<file path="src/design/bounded_set_table_core_defines.svh">
// Assertion macros shared by the bounded set table design.
// Both macros sample on the rising edge of clk and are disabled during reset.
`ifndef BOUNDED_SET_TABLE_CORE_DEFINES_SVH
`define BOUNDED_SET_TABLE_CORE_DEFINES_SVH

// The expression must hold at every clock edge.
`define BST_ASSERT_ALWAYS(label, expr, msg) \
    label: assert property (@(posedge clk) disable iff (!rst_n) (expr)) \
        else $error(msg);

// Whenever the antecedent holds, the consequent must hold in the same cycle.
`define BST_ASSERT_IMPL(label, ante, cons, msg) \
    label: assert property (@(posedge clk) disable iff (!rst_n) (ante) |-> (cons)) \
        else $error(msg);

`endif

</file>
<file path="src/design/bst_pkg.sv">
package bst_pkg;

    // Command codes carried by an input beat.
    typedef enum logic [1:0] {
        CMD_ADD      = 2'd0,
        CMD_REMOVE   = 2'd1,
        CMD_CONTAINS = 2'd2,
        CMD_CLEAR    = 2'd3
    } bst_cmd_t;

    // Token that walks the row of cells, one cell per cycle.
    typedef struct packed {
        logic     active;
        bst_cmd_t cmd;
        logic     hit;
    } bst_token_t;

    // Width of the count field of a result beat.
    localparam int unsigned CountFieldWidth = 5;

endpackage

</file>
<file path="src/design/bst_cell.sv">
module bst_cell
    import bst_pkg::*;
#(
    parameter int ITEM_WIDTH = 32,
    parameter int CNT_W      = 5,
    parameter int IDX        = 0
)
(
    input  logic                  clk,
    input  logic                  rst_n,
    input  bst_token_t            tok_in,
    input  logic [ITEM_WIDTH-1:0] val_in,
    input  logic [CNT_W-1:0]      held_count,
    input  logic                  wr_en,
    input  logic [ITEM_WIDTH-1:0] wr_data,
    input  logic                  pull,
    input  logic [ITEM_WIDTH-1:0] above_entry,
    output bst_token_t            tok_out,
    output logic [ITEM_WIDTH-1:0] val_out,
    output logic                  shift_req,
    output logic [ITEM_WIDTH-1:0] entry
);

    bst_token_t            tok_reg;
    bst_token_t            tok_next;
    logic [ITEM_WIDTH-1:0] val_reg;
    logic [ITEM_WIDTH-1:0] entry_reg;
    logic [ITEM_WIDTH-1:0] entry_next;
    logic                  match;

    // This slot matches when it is in use and holds the looked-up value.
    assign match = tok_in.active && (CNT_W'(IDX) < held_count) && (entry_reg == val_in);

    // Fold the local compare into the token's hit flag.
    always_comb
    begin
        tok_next     = tok_in;
        tok_next.hit = tok_in.hit | match;
    end

    // Once a remove has found its value below this slot, the lower neighbor
    // takes this slot's entry, closing the gap one slot per cycle.
    assign shift_req = tok_in.active && (tok_in.cmd == CMD_REMOVE) && tok_in.hit;

    // An add writes the slot directly; a remove pulls from the slot above.
    always_comb
    begin
        if (wr_en)
        begin
            entry_next = wr_data;
        end
        else if (pull)
        begin
            entry_next = above_entry;
        end
        else
        begin
            entry_next = entry_reg;
        end
    end

    // Token state is control and is reset.
    always_ff @(posedge clk or negedge rst_n)
    begin
        if (!rst_n)
        begin
            tok_reg <= '0;
        end
        else
        begin
            tok_reg <= tok_next;
        end
    end

    // Value and entry are payload only.
    always_ff @(posedge clk)
    begin
        val_reg   <= val_in;
        entry_reg <= entry_next;
    end

    assign tok_out = tok_reg;
    assign val_out = val_reg;
    assign entry   = entry_reg;

endmodule

</file>
<file path="src/design/bounded_set_table_core.sv">
// Channel  Direction  Handshake              Payload
// in       input      in_valid / in_stall    command, value
// out      output     out_valid / out_stall  success, count, empty_res
//
// Each command's token walks the row of CAPACITY cells, one cell per cycle,
// comparing and compacting entries as it passes; its result then goes to
// the output register. No new beat is taken until the sequencer is back in
// idle, so only one command is in the row at a time.
// Reset clears the entry count, the cell tokens and the output valid flag.
// A stalled result is held; a finished command waits in a result register
// until the output register is free, and no new beat is taken meanwhile.
`include "bounded_set_table_core_defines.svh"

module bounded_set_table_core
    import bst_pkg::*;
#(
    parameter int CAPACITY   = 16,
    parameter int ITEM_WIDTH = 32
)
(
    input  logic        clk,
    input  logic        rst_n,
    input  logic        in_valid,
    output logic        in_stall,
    input  logic [1:0]  command,
    input  logic [31:0] value,
    output logic        out_valid,
    input  logic        out_stall,
    output logic        success,
    output logic [CountFieldWidth-1:0] count,
    output logic        empty_res
);

    localparam int CNT_W = $clog2(CAPACITY + 1);

    typedef enum logic [2:0] {
        ST_IDLE = 3'b001,
        ST_RUN  = 3'b010,
        ST_HOLD = 3'b100
    } bst_state_t;

    bst_state_t state_reg;
    bst_state_t state_next;

    logic [CNT_W-1:0] held_count_reg;
    logic [CNT_W-1:0] held_count_next;
    logic [CNT_W-1:0] fin_count;

    logic                       res_success_reg;
    logic                       res_success_next;
    logic [CountFieldWidth-1:0] res_count_reg;
    logic [CountFieldWidth-1:0] res_count_next;
    logic                       res_empty_reg;
    logic                       res_empty_next;

    logic                       out_valid_reg;
    logic                       out_valid_next;
    logic                       out_success_reg;
    logic                       out_success_next;
    logic [CountFieldWidth-1:0] out_count_reg;
    logic [CountFieldWidth-1:0] out_count_next;
    logic                       out_empty_reg;
    logic                       out_empty_next;

    logic in_accept;
    logic out_free;
    logic fin;
    logic fin_ok;
    logic add_wr;

    bst_token_t            tok_link [0:CAPACITY];
    logic [ITEM_WIDTH-1:0] val_link [0:CAPACITY];
    logic [ITEM_WIDTH-1:0] entry_w  [0:CAPACITY];
    logic                  shift_w  [0:CAPACITY];
    logic [CAPACITY-1:0]   tok_active;

    assign in_stall  = (state_reg != ST_IDLE);
    assign in_accept = in_valid && !in_stall;
    assign out_free  = !out_valid_reg || !out_stall;

    // Inject the token into the first cell on an accepted beat.
    always_comb
    begin
        tok_link[0]        = '0;
        tok_link[0].active = in_accept;
        tok_link[0].cmd    = bst_cmd_t'(command);
        tok_link[0].hit    = 1'b0;
    end
    assign val_link[0] = ITEM_WIDTH'(value);

    // Nothing sits above the last cell.
    assign entry_w[CAPACITY] = '0;
    assign shift_w[CAPACITY] = 1'b0;

    // The row of cells.
    genvar gi;
    generate
        for (gi = 0; gi < CAPACITY; gi++)
        begin : g_cell
            logic cell_wr;

            assign cell_wr = add_wr && (held_count_reg == CNT_W'(gi));

            bst_cell #(
                .ITEM_WIDTH (ITEM_WIDTH),
                .CNT_W      (CNT_W),
                .IDX        (gi)
            ) u_cell (
                .clk         (clk),
                .rst_n       (rst_n),
                .tok_in      (tok_link[gi]),
                .val_in      (val_link[gi]),
                .held_count  (held_count_reg),
                .wr_en       (cell_wr),
                .wr_data     (val_link[CAPACITY]),
                .pull        (shift_w[gi+1]),
                .above_entry (entry_w[gi+1]),
                .tok_out     (tok_link[gi+1]),
                .val_out     (val_link[gi+1]),
                .shift_req   (shift_w[gi]),
                .entry       (entry_w[gi])
            );

            assign tok_active[gi] = tok_link[gi+1].active;
        end
    endgenerate

    // Settle the command once its token leaves the last cell.
    assign fin = tok_link[CAPACITY].active;

    always_comb
    begin
        fin_ok    = 1'b0;
        fin_count = held_count_reg;
        case (tok_link[CAPACITY].cmd)
            CMD_ADD:
            begin
                fin_ok = !tok_link[CAPACITY].hit && (held_count_reg < CNT_W'(CAPACITY));
                if (fin_ok)
                begin
                    fin_count = held_count_reg + CNT_W'(1);
                end
            end
            CMD_REMOVE:
            begin
                fin_ok = tok_link[CAPACITY].hit;
                if (fin_ok)
                begin
                    fin_count = held_count_reg - CNT_W'(1);
                end
            end
            CMD_CONTAINS:
            begin
                fin_ok = tok_link[CAPACITY].hit;
            end
            default:
            begin
                fin_ok    = 1'b1;
                fin_count = '0;
            end
        endcase
    end

    assign add_wr = fin && (tok_link[CAPACITY].cmd == CMD_ADD) && fin_ok;

    // Sequencer, count update and result staging.
    always_comb
    begin
        state_next       = state_reg;
        held_count_next  = held_count_reg;
        res_success_next = res_success_reg;
        res_count_next   = res_count_reg;
        res_empty_next   = res_empty_reg;
        out_valid_next   = out_valid_reg && out_stall;
        out_success_next = out_success_reg;
        out_count_next   = out_count_reg;
        out_empty_next   = out_empty_reg;

        case (state_reg)
            ST_IDLE:
            begin
                if (in_accept)
                begin
                    state_next = ST_RUN;
                end
            end
            ST_RUN:
            begin
                if (fin)
                begin
                    held_count_next  = fin_count;
                    res_success_next = fin_ok;
                    res_count_next   = CountFieldWidth'(fin_count);
                    res_empty_next   = (fin_count == '0);
                    if (out_free)
                    begin
                        out_valid_next   = 1'b1;
                        out_success_next = fin_ok;
                        out_count_next   = CountFieldWidth'(fin_count);
                        out_empty_next   = (fin_count == '0);
                        state_next       = ST_IDLE;
                    end
                    else
                    begin
                        state_next = ST_HOLD;
                    end
                end
            end
            ST_HOLD:
            begin
                if (out_free)
                begin
                    out_valid_next   = 1'b1;
                    out_success_next = res_success_reg;
                    out_count_next   = res_count_reg;
                    out_empty_next   = res_empty_reg;
                    state_next       = ST_IDLE;
                end
            end
            default:
            begin
                state_next = ST_IDLE;
            end
        endcase
    end

    // Control registers.
    always_ff @(posedge clk or negedge rst_n)
    begin
        if (!rst_n)
        begin
            state_reg      <= ST_IDLE;
            held_count_reg <= '0;
            out_valid_reg  <= 1'b0;
        end
        else
        begin
            state_reg      <= state_next;
            held_count_reg <= held_count_next;
            out_valid_reg  <= out_valid_next;
        end
    end

    // Result payload registers.
    always_ff @(posedge clk)
    begin
        res_success_reg <= res_success_next;
        res_count_reg   <= res_count_next;
        res_empty_reg   <= res_empty_next;
        out_success_reg <= out_success_next;
        out_count_reg   <= out_count_next;
        out_empty_reg   <= out_empty_next;
    end

    assign out_valid = out_valid_reg;
    assign success   = out_success_reg;
    assign count     = out_count_reg;
    assign empty_res = out_empty_reg;

    // The table never holds more entries than it has slots.
    `BST_ASSERT_ALWAYS(a_count_bound, held_count_reg <= CNT_W'(CAPACITY), "count exceeds capacity")
    // Only one command walks the row at a time.
    `BST_ASSERT_ALWAYS(a_one_token, $onehot0(tok_active), "more than one token in the row")
    // An idle sequencer has no token left in the row.
    `BST_ASSERT_IMPL(a_idle_empty_row, state_reg == ST_IDLE, tok_active == '0, "token in row while idle")
    // A result is only parked while the output register is occupied.
    `BST_ASSERT_IMPL(a_hold_needs_out, state_reg == ST_HOLD, out_valid_reg, "hold with free output")

endmodule

</file>
<file path="config.mk">
export PLATFORM = sky130hd
export DESIGN_NAME = bounded_set_table_core
export DESIGN_NICKNAME = d
export VERILOG_FILES = /design/src/design/bst_pkg.sv /design/src/design/bst_cell.sv /design/src/design/bounded_set_table_core.sv
export VERILOG_INCLUDE_DIRS = /design/src /design/src/design
export SDC_FILE = /design/constraint.sdc
export NUM_CORES = 1
export LEC_CHECK = 0
export BUFFER_PORTS_ARGS = -buffer_cell sky130_fd_sc_hd__clkbuf_2
export CORE_MARGIN = 4
export CORE_UTILIZATION = 40
export CTS_CLUSTER_DIAMETER = 80
export DETAILED_ROUTE_END_ITERATION = 12
export GPL_TIMING_DRIVEN = 1
export PLACE_DENSITY = 0.54
export SKIP_CTS_REPAIR_TIMING = 1
export SLEW_MARGIN = 5
export SYNTH_ARGS = -nofsm -noshare
export SYNTH_HDL_FRONTEND = slang
export SYNTH_HIERARCHICAL = 1
export SYNTH_SLANG_ARGS = --single-unit
</file>
<file path="constraint.sdc">
create_clock -name clk -period 9.5 [get_ports clk]
set_input_delay 0.475 -clock clk [delete_from_list [all_inputs] [get_ports clk]]
set_output_delay 0.475 -clock clk [all_outputs]
set_load 0.05 [all_outputs]
</file>
# == Yosys cells after proc, flatten, opt, wreduce, memory -nomap -nowiden ==
# Cells that the tools add are included.
# totals
reg_bits,1111
word_cells,344
# op_classes
mux,54
order_cmp,17
n_addsub,2
bitwise_logic,15
eq_ne,56
n_reduce_logical,111
# op_table
cell,count
32-bit 2-to-1 mux,30
32-bit == test,16
1-bit logical AND,83
5-bit by 4-bit == test with 1-bit output (second input constant),8
4-bit by 5-bit < comparator with 1-bit output (first input constant),8
2-bit by 1-bit == test with 1-bit output (second input constant),16
2-bit nonzero test,16
5-bit 2-to-1 mux,5
5-bit by 3-bit == test with 1-bit output (second input constant),4
3-bit by 5-bit < comparator with 1-bit output (first input constant),4
1-bit OR,15
5-bit one-hot mux with 3 select lines,1
3-bit 2-to-1 mux,4
5-bit by 2-bit == test with 1-bit output (second input constant),2
5-bit logical NOT,2
1-bit by 5-bit < comparator with 1-bit output (first input constant),2
2-bit by 5-bit < comparator with 1-bit output (first input constant),2
5-bit one-hot mux with 2 select lines,1
3-bit one-hot mux with 3 select lines,1
1-bit 2-to-1 mux,8
1-bit one-hot mux with 2 select lines,4
2-bit != test (second input constant),3
5-bit by 1-bit adder with 5-bit output (second input constant),1
5-bit by 1-bit == test with 1-bit output (second input constant),1
15 further kinds,18

# == Depth between registers and ports, before layout ==
# logic_depth
ltp_word,8
mapped_depth,9
depth_no_buf,8

# == Cells and area by module ==
# The synthesis kept the hierarchy.
# by_module_without_submodules
module,instances,seq_area_each_um2,area_each_um2,cells_per_inst
bst_cell at g_cell[14].u_cell ...,4,1701.6,2464.9,152
bst_cell at g_cell[0].u_cell ...,2,1701.6,2473.6,152
bst_cell at g_cell[4].u_cell,1,1701.6,2528.7,161
bst_cell at g_cell[5].u_cell,1,1701.6,2482.4,152
bst_cell at g_cell[8].u_cell,1,1701.6,2472.4,151
bst_cell at g_cell[10].u_cell,1,1701.6,2467.4,152
bst_cell at g_cell[11].u_cell,1,1701.6,2466.1,152
bst_cell at g_cell[13].u_cell,1,1701.6,2462.4,152
bst_cell at g_cell[7].u_cell,1,1701.6,2462.4,151
bst_cell at g_cell[1].u_cell,1,1701.6,2461.1,151
bst_cell at g_cell[3].u_cell,1,1701.6,2459.9,151
bst_cell at g_cell[15].u_cell,1,1701.6,2453.6,150
bounded_set_table_core,1,646.9,1465.2,157

# == Worst setup path after synthesis ==
# Ideal clock, no wire load.
# synth_path
path_type,flip-flop to flip-flop
start,"register g_cell[15].u_cell.tok_reg, in the netlist g_cell[15].u_cell/tok_out[1]"
end,"register g_cell[4].u_cell.entry_reg[0], enable pin"
path_stages_with_launch,10
path_buffers,3
required_time_ps,9110
arrival_time_ps,2696
setup_slack_ps,6413
period_less_slack_ps,3087
cell_sequence,dfrtp_1 ha_1 clkbuf_1 nor2_1 a211oi_1 nand2_1 nor2_1 clkbuf_1 buf_2 or2_1
# synth_between
elab_chain_cells,6
word_cells_on_any_way,9
# synth_rtl
element,line_no,source
start: declaration,bst_cell.sv:24,bst_token_t tok_reg;
start signal: assignment,bst_cell.sv:71,tok_reg <= tok_next;
2-bit by 1-bit == test with 1-bit output or 2-bit == test (tied branches),bounded_set_table_core.sv:135,case (tok_link[CAPACITY].cmd)
2-bit OR reduction (no source line),-,
1-bit one-hot mux with 2 select lines,bounded_set_table_core.sv:135,
1-bit logical AND *,bounded_set_table_core.sv:164,assign add_wr = fin && (tok_link[CAPACITY].cmd == CMD_ADD) && fin_ok;
1-bit logical AND *,bounded_set_table_core.sv:102,assign cell_wr = add_wr && (held_count_reg == CNT_W'(gi));
named net g_cell[4].cell_wr,bounded_set_table_core.sv:100,logic cell_wr;
2-bit nonzero test (no source line) *,-,
end signal: assignment,bst_cell.sv:79,entry_reg <= entry_next;
end: declaration,bst_cell.sv:27,logic [ITEM_WIDTH-1:0] entry_reg;
# Mark *: on every way through the listed nets, which the timed path passes. The rest lies on a longest branch.
# A chain may end at the register's enable or synchronous reset.

# == Worst setup path after layout ==
# layout_path
start,"register g_cell[15].u_cell.tok_reg, in the netlist g_cell[15].u_cell/tok_out[2]"
end,"register g_cell[6].u_cell.entry_reg[10], enable pin"
# layout_between
elab_chain_cells,6
word_cells_on_any_way,9
# layout_rtl
element,line_no
2-bit by 1-bit == test with 1-bit output or 2-bit == test (tied branches),bounded_set_table_core.sv:135
2-bit OR reduction (no source line),-
1-bit one-hot mux with 2 select lines,bounded_set_table_core.sv:135
1-bit logical AND *,bounded_set_table_core.sv:164
1-bit logical AND *,bounded_set_table_core.sv:102
named net g_cell[6].cell_wr,bounded_set_table_core.sv:100
2-bit nonzero test (no source line) *,-
end signal: assignment,bst_cell.sv:79
end: declaration,bst_cell.sv:27
# Marks and branches as above.

==> results.json <==
{
  "ioPinCount": 47,
  "root_buffer": "clkbuf_16",
  "outcome": "finished with violations",
  "ant_nets": 0,
  "htreeDepth": 3,
  "synth_cells": 2591,
  "drv_slew": 0,
  "antenna_found_initial": 9,
  "r2r_cells": 6,
  "ir_drop_v": 0.0001727,
  "reg2reg_to": "g_cell[6].u_cell/entry[10]",
  "clock_path_buffers": 3,
  "dp_hpwl_microns": 83240,
  "dr.pass1.iters": 7,
  "skew_ns": 0.02827,
  "critPathMaxFanout": 33,
  "grt-ovfl-total": 0,
  "grt_pass1_vias": 22850,
  "first_iter_violations": 1815,
  "grt_use_total_pct": 21.97,
  "drive_gt1_share_pct": 28.38,
  "die_h_microns": 328.1,
  "ff2ff_setup_slack_ns": 5.13,
  "port_buffers": 46,
  "hold_ws_ns": -0.04630,
  "vias": 22050,
  "end_kind": "flip-flop",
  "hp-class": "input port to asynchronous set/reset pin",
  "wl_per_cell_microns": 28.26,
  "die_area_sq_mm": 0.1076,
  "crit_required_ns": 9.79,
  "dpl_worst_slack_ns": 5.124,
  "final_cell_mix": "edfxtp_1 (526), dfxtp_1 (510), mux2_2 (499)",
  "maxCapViolCount": 0,
  "area_growth_pct": 15.48,
  "via_per_inst": 5.186,
  "finalSetupViolations": 0,
  "fin_crit_sh_pct": 46.02,
  "grt_pass1_wl_microns": 168300,
  "worstReg2RegStart": "g_cell[15].u_cell/tok_out[2]",
  "p_leak_nw": 16.50,
  "startpoint_type": "flip-flop",
  "setup_ws_ns": 5.129,
  "arrival_ns": 4.66,
  "drc": 0,
  "tns_ns": 0,
  "hold_violations": 28,
  "gp_congestion": 0.8698,
  "final_common_cell": "edfxtp_1",
  "synth_area_sq_mm": 0.04098,
  "numCtsBuffers": 112,
  "nNetsFinal": 2831,
  "start_util_pct": 40.28,
  "report.power.total_mw": 11.01,
  "clkLatencyLatePin_ns": 0.68,
  "violations": "hold timing",
  "die_w_microns": 328.1,
  "synth_warnings": 6,
  "cts_tree": "done",
  "num_rows": 117,
  "drt-total-wl_microns": 120100,
  "max_freq_mhz": 228.8,
  "synth_area_per_cell_sq_um": 15.82,
  "coreArea_sq_mm": 0.1017,
  "numClockSinks": 1111,
  "slew_headroom_pct": 18.64,
  "grt_max_degree": 74,
  "path_clk_slew_ns": 0.06,
  "power_density_mw_per_mm2": 232.6,
  "timing.final.crit_period_ns": 4.371,
  "critPathKind": "flip-flop to flip-flop",
  "rsz0062_at_grt": "no",
  "worst_slew_pin_slew_ns": 1.219
}
==> worst max path at each step <==
| stage | from | slack, ns | endpoint |
|---|---|---|---|
| floorplan | g_cell[15].u_cell/tok_out[1] | 6.41 | g_cell[4].u_cell/entry[0] |
| global placement | g_cell[15].u_cell/tok_out[1] | 5.19 | g_cell[14].u_cell/entry[0] |
| detailed placement | g_cell[15].u_cell/tok_out[1] | 5.12 | g_cell[14].u_cell/entry[9] |
| CTS | g_cell[15].u_cell/tok_out[2] | 5.11 | g_cell[14].u_cell/entry[9] |
| global route | g_cell[15].u_cell/tok_out[1] | 4.89 | g_cell[14].u_cell/entry[9] |
| finish | g_cell[15].u_cell/tok_out[2] | 5.13 | g_cell[6].u_cell/entry[10] |
==> critical path, stage by stage, from the launching register on <==
cell and delay (ns):
dfrtp_1 0.39, ha_1 0.60, nor2_1 0.14, a211oi_1 0.53, nand2_1 0.47, nor2_4 0.96, or2_2 0.83
==> routing by layer <==
layer	wire [microns]	global-route usage [%]	share of wire, %
met2	59180	37.35	49
met3	7618	4.623	6.3
met1	50320	28.63	42
met4	3006	5.734	2.5
met5	0	0	0
==> layout make-up <==
cell class	instances	area, sq um
Fill cell	8807	54420
Sequential cell	1111	27880
Multi-Input combinational cell	1424	12900
Clock buffer	159	3308
Tap cell	1368	1712
Timing Repair Buffer	117	850.8
Clock inverter	53	606.8
Inverter	18	67.56
Antenna cell	1	2.502
==> power by group <==
part | internal, mW | total [mW] | switching [mW]
Sequential | 5.31 | 5.57 | 0.257
Combinational | 0.313 | 0.807 | 0.494
Clock | 2.75 | 4.63 | 1.88
Total | 8.37 | 11.0 | 2.63
==> metrics by stage <==
stage	std cells	area, sq um	utilization (%)
floorplan	2624	41100	-
global placement	4004	43070	42.33
detailed placement	4004	43070	42.33
CTS	4216	46980	46.18
global route	4250	47320	46.51
finish	4251	47320	46.51
(Power assumes the default switching activity.)
